`config.mk`:
```
export PLATFORM = sky130hd
export DESIGN_NAME = bounded_stack_with_search
export DESIGN_NICKNAME = d
export VERILOG_FILES = /design/src/rtl/core/bsws_pkg.sv /design/src/rtl/core/bounded_stack_with_search.sv /design/src/rtl/core/bsws_datapath.sv /design/src/rtl/core/bsws_ctrl.sv
export VERILOG_INCLUDE_DIRS = /design/src /design/src/rtl/core
export SDC_FILE = /design/constraint.sdc
export NUM_CORES = 1
export LEC_CHECK = 0
export BUFFER_PORTS_ARGS = -buffer_cell sky130_fd_sc_hd__buf_2
export CORE_MARGIN = 4
export CORE_UTILIZATION = 30
export CTS_CLUSTER_DIAMETER = 60
export DETAILED_ROUTE_END_ITERATION = 8
export HOLD_SLACK_MARGIN = 0.05
export SYNTH_ARGS = -nofsm -noshare
export SYNTH_HDL_FRONTEND = slang
export SYNTH_HIERARCHICAL = 1
export SYNTH_SLANG_ARGS = --single-unit
```
`constraint.sdc`:
```
create_clock -name i_clk -period 10.7 [get_ports i_clk]
set_input_delay 3.21 -clock i_clk [delete_from_list [all_inputs] [get_ports i_clk]]
set_output_delay 3.21 -clock i_clk [all_outputs]
set_load 0.01 [all_outputs]
```
`src/rtl/core/bounded_stack_with_search_macros.svh`:
```
// assertion macros for the bounded stack with search
// no dependencies; included by the top level
`ifndef BOUNDED_STACK_WITH_SEARCH_MACROS_SVH
`define BOUNDED_STACK_WITH_SEARCH_MACROS_SVH

// same-cycle implication, checked outside reset
`define BSWS_ASSERT_NOW(lbl, clk, rst_n, ante, cons, msg) \
    lbl: assert property (@(posedge clk) disable iff (!rst_n) (ante) |-> (cons)) \
        else $error(msg);

// next-cycle implication, checked outside reset
`define BSWS_ASSERT_NEXT(lbl, clk, rst_n, ante, cons, msg) \
    lbl: assert property (@(posedge clk) disable iff (!rst_n) (ante) |=> (cons)) \
        else $error(msg);

`endif

```
`src/rtl/core/bsws_pkg.sv`:
```
// shared types, codes and constants for the bounded stack with search
// no dependencies; used by every module of the block
`default_nettype none

package bsws_pkg;

    // default stack depth
    localparam int DEPTH_DEF = 16;

    // request kinds
    localparam logic [1:0] KIND_PUSH   = 2'd0;
    localparam logic [1:0] KIND_POP    = 2'd1;
    localparam logic [1:0] KIND_SEARCH = 2'd2;

    // result status codes
    localparam logic [1:0] ST_OK    = 2'd0;
    localparam logic [1:0] ST_FULL  = 2'd1;
    localparam logic [1:0] ST_EMPTY = 2'd2;
    localparam logic [1:0] ST_MISS  = 2'd3;

    // request payload
    typedef struct packed {
        logic [1:0]         kind;
        logic signed [31:0] value;
    } t_req;

    // result payload
    typedef struct packed {
        logic [1:0]         status;
        logic signed [31:0] data;
        logic [3:0]         position;
        logic [4:0]         occupancy;
    } t_res;

    // datapath operations
    typedef enum logic [2:0] {
        DP_NONE,
        DP_LOAD,
        DP_PUSH,
        DP_POP,
        DP_SCAN_START,
        DP_SCAN_STEP
    } t_dp_op;

    // controller to datapath command
    typedef struct packed {
        t_dp_op     op;
        logic       res_load;
        logic [1:0] res_status;
        logic       sel_data;
        logic       sel_pos;
    } t_dp_cmd;

    // datapath to controller status
    typedef struct packed {
        logic [1:0] kind;
        logic       empty;
        logic       full;
        logic       match;
        logic       last;
    } t_dp_stat;

endpackage

`default_nettype wire

```
`src/rtl/core/bounded_stack_with_search.sv`:
```
// top level of the bounded stack with search: controller plus datapath
// depends on bsws_pkg, bsws_ctrl, bsws_datapath and the macros header
//
//  channel  | handshake              | payload
//  ---------+------------------------+-----------------------
//  request  | start high, busy low   | i_req  (kind, value)
//  result   | o_res_valid, 1 cycle   | o_res  (status, data,
//           |                        |   position, occupancy)
//
// push completes in its exec state; pop adds a wait state for its memory read;
// search steps the single read port one entry per cycle from index 0 until a
// hit or the top entry.
// the result strobe comes in the same cycle that busy drops; a new request may
// be taken in that same cycle. reset clears the fill count and the controller;
// entries are undefined until pushed. results cannot be stalled.
`default_nettype none

`include "bounded_stack_with_search_macros.svh"

module bounded_stack_with_search #(
    parameter int DEPTH = bsws_pkg::DEPTH_DEF
) (
    input  wire logic            i_clk,
    input  wire logic            i_rst_n,
    input  wire logic            start,
    input  wire bsws_pkg::t_req  i_req,
    output logic                 busy,
    output logic                 o_res_valid,
    output bsws_pkg::t_res       o_res
);

    bsws_pkg::t_dp_cmd  cmd;
    bsws_pkg::t_dp_stat stat;

    // sequencing
    bsws_ctrl u_ctrl (
        .i_clk   (i_clk),
        .i_rst_n (i_rst_n),
        .i_start (start),
        .i_stat  (stat),
        .o_cmd   (cmd),
        .o_busy  (busy),
        .o_done  (o_res_valid)
    );

    // storage and compare
    bsws_datapath #(
        .DEPTH (DEPTH)
    ) u_datapath (
        .i_clk   (i_clk),
        .i_rst_n (i_rst_n),
        .i_req   (i_req),
        .i_cmd   (cmd),
        .o_stat  (stat),
        .o_res   (o_res)
    );

    // checks
    `BSWS_ASSERT_NOW(a_res_when_idle, i_clk, i_rst_n, o_res_valid, !busy, "result while busy")
    `BSWS_ASSERT_NEXT(a_start_goes_busy, i_clk, i_rst_n, start && !busy, busy, "transfer not taken")
    `BSWS_ASSERT_NEXT(a_single_strobe, i_clk, i_rst_n, o_res_valid, !o_res_valid, "double result")
    `BSWS_ASSERT_NOW(a_err_data_zero, i_clk, i_rst_n, o_res_valid && (o_res.status != bsws_pkg::ST_OK), o_res.data == 32'sd0, "data on failed request")

endmodule

`default_nettype wire

```
`src/rtl/core/bsws_datapath.sv`:
```
// stack datapath: entry memory, fill count, scan pointer and result register
// depends on bsws_pkg
`default_nettype none

module bsws_datapath #(
    parameter int DEPTH = bsws_pkg::DEPTH_DEF
) (
    input  wire logic               i_clk,
    input  wire logic               i_rst_n,
    input  wire bsws_pkg::t_req     i_req,
    input  wire bsws_pkg::t_dp_cmd  i_cmd,
    output bsws_pkg::t_dp_stat      o_stat,
    output bsws_pkg::t_res          o_res
);

    localparam int IDX_W = (DEPTH > 1) ? $clog2(DEPTH) : 1;
    localparam int CNT_W = $clog2(DEPTH + 1);

    // entry memory, undefined until written
    logic signed [31:0] r_mem [DEPTH];
    logic signed [31:0] r_rd_data;

    logic [CNT_W-1:0]   r_count, n_count;
    logic [IDX_W-1:0]   r_cmp_idx, n_cmp_idx;
    logic [1:0]         r_kind;
    logic signed [31:0] r_value;
    logic [IDX_W-1:0]   rd_addr;
    logic [IDX_W-1:0]   top_idx;
    bsws_pkg::t_res     r_res;

    assign top_idx = IDX_W'(r_count - CNT_W'(1));

    // next count, scan pointer and read address
    always_comb begin
        n_count   = r_count;
        n_cmp_idx = r_cmp_idx;
        rd_addr   = r_cmp_idx;
        unique case (i_cmd.op)
            bsws_pkg::DP_PUSH: begin
                n_count = r_count + CNT_W'(1);
            end
            bsws_pkg::DP_POP: begin
                n_count = r_count - CNT_W'(1);
                rd_addr = top_idx;
            end
            bsws_pkg::DP_SCAN_START: begin
                n_cmp_idx = '0;
                rd_addr   = '0;
            end
            bsws_pkg::DP_SCAN_STEP: begin
                n_cmp_idx = r_cmp_idx + IDX_W'(1);
                rd_addr   = r_cmp_idx + IDX_W'(1);
            end
            default: begin
            end
        endcase
    end

    // control registers
    always_ff @(posedge i_clk) begin
        if (!i_rst_n) begin
            r_count   <= '0;
            r_cmp_idx <= '0;
        end else begin
            r_count   <= n_count;
            r_cmp_idx <= n_cmp_idx;
        end
    end

    // request capture
    always_ff @(posedge i_clk) begin
        if (i_cmd.op == bsws_pkg::DP_LOAD) begin
            r_kind  <= i_req.kind;
            r_value <= i_req.value;
        end
    end

    // memory write on push, registered read every cycle
    always_ff @(posedge i_clk) begin
        if (i_cmd.op == bsws_pkg::DP_PUSH) begin
            r_mem[IDX_W'(r_count)] <= r_value;
        end
        r_rd_data <= r_mem[rd_addr];
    end

    // result register
    always_ff @(posedge i_clk) begin
        if (i_cmd.res_load) begin
            r_res.status    <= i_cmd.res_status;
            r_res.data      <= i_cmd.sel_data ? r_rd_data : 32'sd0;
            r_res.position  <= i_cmd.sel_pos ? 4'(r_cmp_idx) : 4'd0;
            r_res.occupancy <= 5'(n_count);
        end
    end

    // status toward the controller
    always_comb begin
        o_stat.kind  = r_kind;
        o_stat.empty = (r_count == '0);
        o_stat.full  = (r_count == CNT_W'(DEPTH));
        o_stat.match = (r_rd_data == r_value);
        o_stat.last  = (r_cmp_idx == top_idx);
    end

    assign o_res = r_res;

endmodule

`default_nettype wire

```
`src/rtl/core/bsws_ctrl.sv`:
```
// stack controller: sequences push, pop and search over the datapath
// depends on bsws_pkg
`default_nettype none

module bsws_ctrl (
    input  wire logic                i_clk,
    input  wire logic                i_rst_n,
    input  wire logic                i_start,
    input  wire bsws_pkg::t_dp_stat  i_stat,
    output bsws_pkg::t_dp_cmd        o_cmd,
    output logic                     o_busy,
    output logic                     o_done
);

    typedef enum logic [1:0] {
        S_IDLE,
        S_EXEC,
        S_POP_WAIT,
        S_SCAN
    } t_state;

    t_state r_state, n_state;
    logic   r_done;

    // next state and datapath command
    always_comb begin
        n_state          = r_state;
        o_cmd.op         = bsws_pkg::DP_NONE;
        o_cmd.res_load   = 1'b0;
        o_cmd.res_status = bsws_pkg::ST_OK;
        o_cmd.sel_data   = 1'b0;
        o_cmd.sel_pos    = 1'b0;
        unique case (r_state)
            S_IDLE: begin
                if (i_start) begin
                    o_cmd.op = bsws_pkg::DP_LOAD;
                    n_state  = S_EXEC;
                end
            end
            S_EXEC: begin
                unique case (i_stat.kind)
                    bsws_pkg::KIND_PUSH: begin
                        o_cmd.res_load = 1'b1;
                        n_state        = S_IDLE;
                        if (i_stat.full) begin
                            o_cmd.res_status = bsws_pkg::ST_FULL;
                        end else begin
                            o_cmd.op = bsws_pkg::DP_PUSH;
                        end
                    end
                    bsws_pkg::KIND_POP: begin
                        if (i_stat.empty) begin
                            o_cmd.res_load   = 1'b1;
                            o_cmd.res_status = bsws_pkg::ST_EMPTY;
                            n_state          = S_IDLE;
                        end else begin
                            o_cmd.op = bsws_pkg::DP_POP;
                            n_state  = S_POP_WAIT;
                        end
                    end
                    bsws_pkg::KIND_SEARCH: begin
                        if (i_stat.empty) begin
                            o_cmd.res_load   = 1'b1;
                            o_cmd.res_status = bsws_pkg::ST_EMPTY;
                            n_state          = S_IDLE;
                        end else begin
                            o_cmd.op = bsws_pkg::DP_SCAN_START;
                            n_state  = S_SCAN;
                        end
                    end
                    default: begin
                        // unused kind: no-op with an ok result
                        o_cmd.res_load = 1'b1;
                        n_state        = S_IDLE;
                    end
                endcase
            end
            S_POP_WAIT: begin
                o_cmd.res_load = 1'b1;
                o_cmd.sel_data = 1'b1;
                n_state        = S_IDLE;
            end
            S_SCAN: begin
                priority if (i_stat.match) begin
                    o_cmd.res_load = 1'b1;
                    o_cmd.sel_pos  = 1'b1;
                    n_state        = S_IDLE;
                end else if (i_stat.last) begin
                    o_cmd.res_load   = 1'b1;
                    o_cmd.res_status = bsws_pkg::ST_MISS;
                    n_state          = S_IDLE;
                end else begin
                    o_cmd.op = bsws_pkg::DP_SCAN_STEP;
                end
            end
            default: begin
                n_state = S_IDLE;
            end
        endcase
    end

    // state and result strobe
    always_ff @(posedge i_clk) begin
        if (!i_rst_n) begin
            r_state <= S_IDLE;
            r_done  <= 1'b0;
        end else begin
            r_state <= n_state;
            r_done  <= o_cmd.res_load;
        end
    end

    assign o_busy = (r_state != S_IDLE);
    assign o_done = r_done;

endmodule

`default_nettype wire

```
==> Yosys cells after proc, flatten, opt, wreduce, memory -nomap -nowiden <==
Memories as Yosys holds them, arrays and structs flattened. A register that Yosys moved wholly into a read port is not among the register bits.
Cells that the tools add are included.
{ "word_totals": {"reg_bits": 89, "mem_bits_rw": 512, "output_inout_bits": 45, "elab_cells": 68, "mem_count": 1} }
{ "mem_list": {"columns": ["memory", "words", "word_bits", "read_ports", "rd_clocked_by_memory_dff", "wr", "line", "rtl"], "rows": [
  ["u_datapath.r_mem", 16, 32, 1, 1, 1, "bsws_datapath.sv:20", "logic signed [31:0] r_mem [DEPTH];"]
]} }
{ "classes": {"addsub": 3, "n_eq_ne": 15, "muxes": 32, "reduce_logical": 7} }
{ "ops": {"columns": ["cell", "count"], "rows": [
  ["== test 32 bit", 1],
  ["one-hot mux 3 bit (3 select lines)", 2],
  ["two-way mux 2 bit", 8],
  ["two-way mux 3 bit", 5],
  ["one-hot mux 2 bit (2 select lines)", 3],
  ["one-hot mux 4 bit (3 select lines)", 1],
  ["one-hot mux 5 bit (2 select lines)", 1],
  ["two-way mux 1 bit", 9],
  ["one-hot mux 2 bit (4 select lines)", 1],
  ["one-hot mux 4 bit (2 select lines)", 1],
  ["== test 2 bit (second input constant)", 3],
  ["== test 3 x 2 -> 1 bit (second input constant)", 2],
  ["== test 3 bit (second input constant)", 2],
  ["adder 5 x 1 -> 5 bit (second input constant)", 1],
  ["== test 5 bit (second input constant)", 1],
  ["logical NOT 5 bit", 1],
  ["subtractor 5 x 1 -> 5 bit (second input constant)", 1],
  ["adder 4 x 1 -> 4 bit (second input constant)", 1],
  ["== test 2 x 1 -> 1 bit (second input constant)", 2],
  ["== test 4 bit", 1],
  ["logical NOT 2 bit", 2],
  ["nonzero test 2 bit", 2],
  ["== test 3 x 1 -> 1 bit (second input constant)", 1],
  ["!= test 3 bit (second input constant)", 1],
  ["4 further kinds", 4]
]} }

==> Longest topological paths before layout <==
{ "depth": {"ltp_word": 8, "ltp_mapped": 17, "mapped_depth_nobuf": 14} }

==> Cells and area by module <==
Netlist, hierarchy kept.
{ "modules_own_cells": {"columns": ["mod", "instances", "cells_each", "area_each_um2"], "rows": [
  ["bsws_datapath", 1, 1727, 24517.3],
  ["bsws_ctrl", 1, 39, 305.3]
]} }

==> Worst setup path before layout <==
OpenSTA, ideal clock, no wires.
{ "synth_timing": {"path_kind": "in2reg", "startpoint": "input port start", "endpoint": "memory u_datapath.r_mem[7][0] (enable)", "arrival_time_ns": 5.712, "required_time_ns": 10.279, "setup_slack_ns": 4.567, "cell_stages": 7, "path_buffers": 2, "path_cell_list": "a21oi_2 o21ai_0 buf_2 buf_1 nand2b_1 or3_1 nor2_1"} }
{ "synth_rtl": {"columns": ["item", "line", "rtl"], "rows": [
  ["from (decl)", "bounded_stack_with_search.sv:25", "input wire logic start,"],
  ["to (decl)", "bsws_datapath.sv:20", null]
]} }

==> impl_results.rst <==
.. list-table::
   :header-rows: 1

   * - Metric
     - Value
   * - First-pass GRT wire length
     - approximately 90000 um
   * - Total net switching power
     - approximately 1.1 mW
   * - Effective utilization at floorplan
     - slightly above 30%
   * - Outcome
     - finished clean
   * - Floorplan die width
     - 296 um
   * - Part of the power in registers
     - between 50 and 60%
   * - Weighted congestion at the end of routability-driven global placement
     - 0.763
   * - Vertical die dimension
     - 296 um
   * - Worst slack at placement
     - around 4100 ps
   * - Uppermost routed layer
     - met5
   * - Netlist area before placement
     - between 20000 and 25000 um^2
   * - Post-synth EDFFs
     - 589
   * - Synthesized instance count
     - 1766
   * - Row cnt
     - 105
   * - Antenna diode count
     - 0
   * - Area added between synthesis and finish
     - 15.7%
   * - Actual transition at the worst max-transition pin
     - 1240 ps
   * - Maximum number of pins on one net before global-route repair
     - 113
   * - Clock tree from TritonCTS
     - yes
   * - Overflow after GRT
     - 0
   * - Count of buffers from port buffering
     - 81
   * - Total nets after synthesis
     - 1813
   * - Final wirelength
     - 62000 um
   * - Endpoint class of the critical path
     - flip-flop
   * - Worst slew margin relative to its limit
     - between 15 and 20%
   * - # fillers
     - 7735
   * - Max Fanout on Critical Path
     - 74
   * - Startpoint Class
     - input port
   * - Max Cap Viol
     - 0
   * - Post-DRT Antenna Nets
     - 0
   * - Routed length on met2
     - approximately 29000 um
   * - Area enclosed by the die boundary
     - 87400 um^2
   * - Setup-violating endpoint count in the final report
     - 0
   * - Ratio of final minimum period to clock period
     - between 50% and 60%
   * - Worst hold path class
     - flip-flop to flip-flop
   * - Clock tree sinks
     - 633
   * - Proportion of layout cells with a drive suffix above 1
     - about an eighth
   * - Vias per cell
     - 4.86
   * - Internal power of the cells
     - 4.19 mW
   * - Core footprint
     - a little over 80000 um^2
   * - All-layer global routing usage
     - 13.9%
   * - Clock share of power
     - ~45%
   * - Synth warn
     - 6
   * - Met3 routed WL
     - 4600 um
   * - CTS buffer count
     - 70
   * - Non-Filler Instances
     - around 3000
   * - Routed wire per std cell
     - roughly 21 um
   * - FF+latch count, synth
     - 633
   * - Deepest level of the CTS H-tree
     - 3
   * - Hold-fix buffers, CTS
     - 0
   * - Average footprint of a synthesized cell
     - 14.1 um^2
   * - Peak supply drop
     - roughly 0.10 mV
   * - Number of antenna violations at the first check in global routing
     - 1
   * - Total number of vias
     - around 14000
   * - Sum of routed wire segments on met1
     - between 20000 and 30000 um
   * - Switching share of total power
     - between 20% and 30%
   * - Multi-input gate area in the final layout
     - 5880 um^2
   * - Commonest register cell after synthesis
     - sky130_fd_sc_hd__edfxtp_1
   * - Number of pins with negative max-slew slack in the final report
     - 0
   * - Hold Vio Cnt, Final
     - 0
   * - Type of the worst setup path
     - input port to flip-flop
   * - Number of buffers added for setup after CTS
     - 0
   * - Drt initial violations
     - 1349
   * - F_max
     - 165 MHz
   * - Clock tree skew after final layout
     - 27.9 ps
   * - Cell leakage power
     - 9.70 nW
   * - Portion of total power attributed to combinational logic
     - 2.7%
   * - Setup Total Neg Slack
     - 0 ps
   * - Reg clk slew, reported paths
     - 60 ps
   * - Final #Nets
     - 1897
   * - Number of ports placed on the die boundary
     - 82
   * - Reg area
     - 18600 um^2
   * - Clk Tree Root Cell
     - sky130_fd_sc_hd__clkbuf_16
   * - Async SR Flop Fraction
     - 0%
   * - Arrival time at the worst endpoint
     - 6500 ps
   * - Pwr/cell area
     - roughly 180 nW/um^2
   * - Later-pin clock latency in the skew report
     - 600 ps
   * - Unrepaired setup endpoints after global routing
     - no
   * - Final worst-path setup slack
     - around 4600 ps
   * - CTS Buffer Depth
     - 3
   * - DRC Markers
     - 0
   * - Count of cells resized by post-cts repair
     - 0
   * - Number of global-route vias before repair
     - ~14000
   * - WHS
     - between 500 and 600 ps
   * - Post-placement cell count
     - between 2000 and 3000
   * - Sequential cell area fraction in the yosys report
     - about three quarters
   * - 1st-pass router iterations
     - 7
   * - Post-DP HPWL
     - ~32000 um
   * - Number of distinct library cells after synthesis
     - 53
   * - Req. time, crit path
     - 11130 ps
   * - Crit path time final
     - ~6100 ps
critical path, stage by stage:
cell and delay (ps):
sky130_fd_sc_hd__buf_2 90, sky130_fd_sc_hd__a21oi_2 60, sky130_fd_sc_hd__o21ai_1 90, sky130_fd_sc_hd__buf_4 240, sky130_fd_sc_hd__o21ai_1 90, sky130_fd_sc_hd__a32oi_1 340, sky130_fd_sc_hd__and2_4 790, sky130_fd_sc_hd__buf_4 910
sky130_fd_sc_hd__nand3_1 180, sky130_fd_sc_hd__a32oi_1 290, sky130_fd_sc_hd__o221ai_1 140
logic make-up (layout without fill, tap and decap cells):
| family | count (synthesis) | count (layout) | synth area share (%) |
|---|---|---|---|
| AOI/OAI and AO/OA | 95 | 95 | 3.15 |
| adders and majority gates | 10 | 10 | 0.504 |
| buffers and inverters | 108 | 247 | 2.23 |
| muxes | 96 | 96 | 3.87 |
| xor gates and xnor gates | 44 | 44 | 1.55 |
| DFF | 633 | 633 | 74.8 |
| and+or+nand+nor | 780 | 780 | 13.9 |
final cells by class:
type / count / share of cell area [%]
multi-input cells: 1025 / 20.5
clock inverters: 34 / 1.11
flip-flops and latches: 633 / 64.6
well taps: 1070 / 4.66
clock buffers: 93 / 6.76
repair buffers: 111 / 2.24
inverters: 9 / 0.118
state kept, by name, indices dropped and copies added, names as in the netlist:
name and flops:
u_datapath/r_cmp_idx 4, u_datapath/o_res 43, u_datapath/r_mem 512, u_datapath/r_kind 2, u_ctrl/r_state 2, u_ctrl/o_done 1, u_datapath/r_value 32, u_datapath/r_count 5
u_datapath/r_rd_data 32
routing by layer:
layer | vias up | global-route usage, %
li1 | 6640 | -
met1 | 7227 | 19.4
met2 | 509 | 22.1
met3 | 80 | 2.65
met4 | 2 | 4.54
met5 | - | 0
layout by cell type (no fill, tap or decap), types with 29 or more instances in the layout:
cell type | netlist | layout
sky130_fd_sc_hd__edfxtp_1 | 589 | 589
sky130_fd_sc_hd__nand2_1 | 469 | 466
sky130_fd_sc_hd__nand3_1 | 196 | 196
sky130_fd_sc_hd__mux2i_1 | 96 | 96
sky130_fd_sc_hd__buf_2 | 68 | 81
sky130_fd_sc_hd__clkbuf_16 | 0 | 73
sky130_fd_sc_hd__dfxtp_1 | 44 | 44
sky130_fd_sc_hd__and2_1 | 44 | 43
sky130_fd_sc_hd__xor2_1 | 36 | 36
sky130_fd_sc_hd__a32oi_1 | 33 | 33
sky130_fd_sc_hd__o221ai_1 | 33 | 33
sky130_fd_sc_hd__buf_4 | 9 | 29
power by group through the flow:
stage	logic, mW	registers [mW]	clock network [mW]
after detailed placement	0.144	2.84	0
after global routing	0.155	2.79	2.51
after floorplan	0.0845	2.82	0
after CTS	0.145	2.79	2.40
final	0.142	2.79	2.35
after global placement	0.141	2.84	0
worst paths after layout:
kind / end / cells past startpoint / slack, ps / startpoint
min reg2reg: u_datapath/o_res[20] / 1 / 560 / u_datapath/r_rd_data[11]
max reg2reg: u_datapath/r_rd_data[30] / 14 / 4790 / u_datapath/r_value[18]
min: u_datapath/o_res[20] / 1 / 560 / u_datapath/r_rd_data[11]
max: u_datapath/r_rd_data[30] / 11 / 4630 / start
metrics by stage:
stage	total power, mW	utilization, %	instance area, um^2
finish	5.28	35.0	28700
CTS	5.33	35.0	28700
floorplan	2.91	-	24800
detailed placement	2.98	32.2	26500
global placement	2.98	32.2	26500
global route	5.46	35.0	28700
synthesized netlist by cell type, drive strengths merged, types with 2 or more instances:
cell type | number | share of area [%]
a211oi | 2 | 0.081
a21boi | 4 | 0.12
a21oi | 6 | 0.14
a32oi | 33 | 1.2
and2 | 44 | 1.1
and3 | 3 | 0.076
and4bb | 2 | 0.12
buf | 84 | 1.9
clkbuf | 15 | 0.23
dfxtp | 44 | 3.5
edfxtp | 589 | 71
ha | 10 | 0.50
inv | 9 | 0.14
mux2i | 96 | 3.9
nand2 | 469 | 7.1
nand2b | 6 | 0.15
nand3 | 196 | 4.0
nand3b | 3 | 0.091
nand4 | 3 | 0.076
nor2 | 24 | 0.36
nor2b | 6 | 0.15
nor3 | 5 | 0.18
nor3b | 3 | 0.091
nor4 | 9 | 0.23
o21a | 2 | 0.060
o21ai | 6 | 0.12
o221ai | 33 | 1.2
or2 | 2 | 0.050
or3 | 2 | 0.050
xnor2 | 8 | 0.28
xor2 | 36 | 1.3
Power figures use the tool's default switching activity.
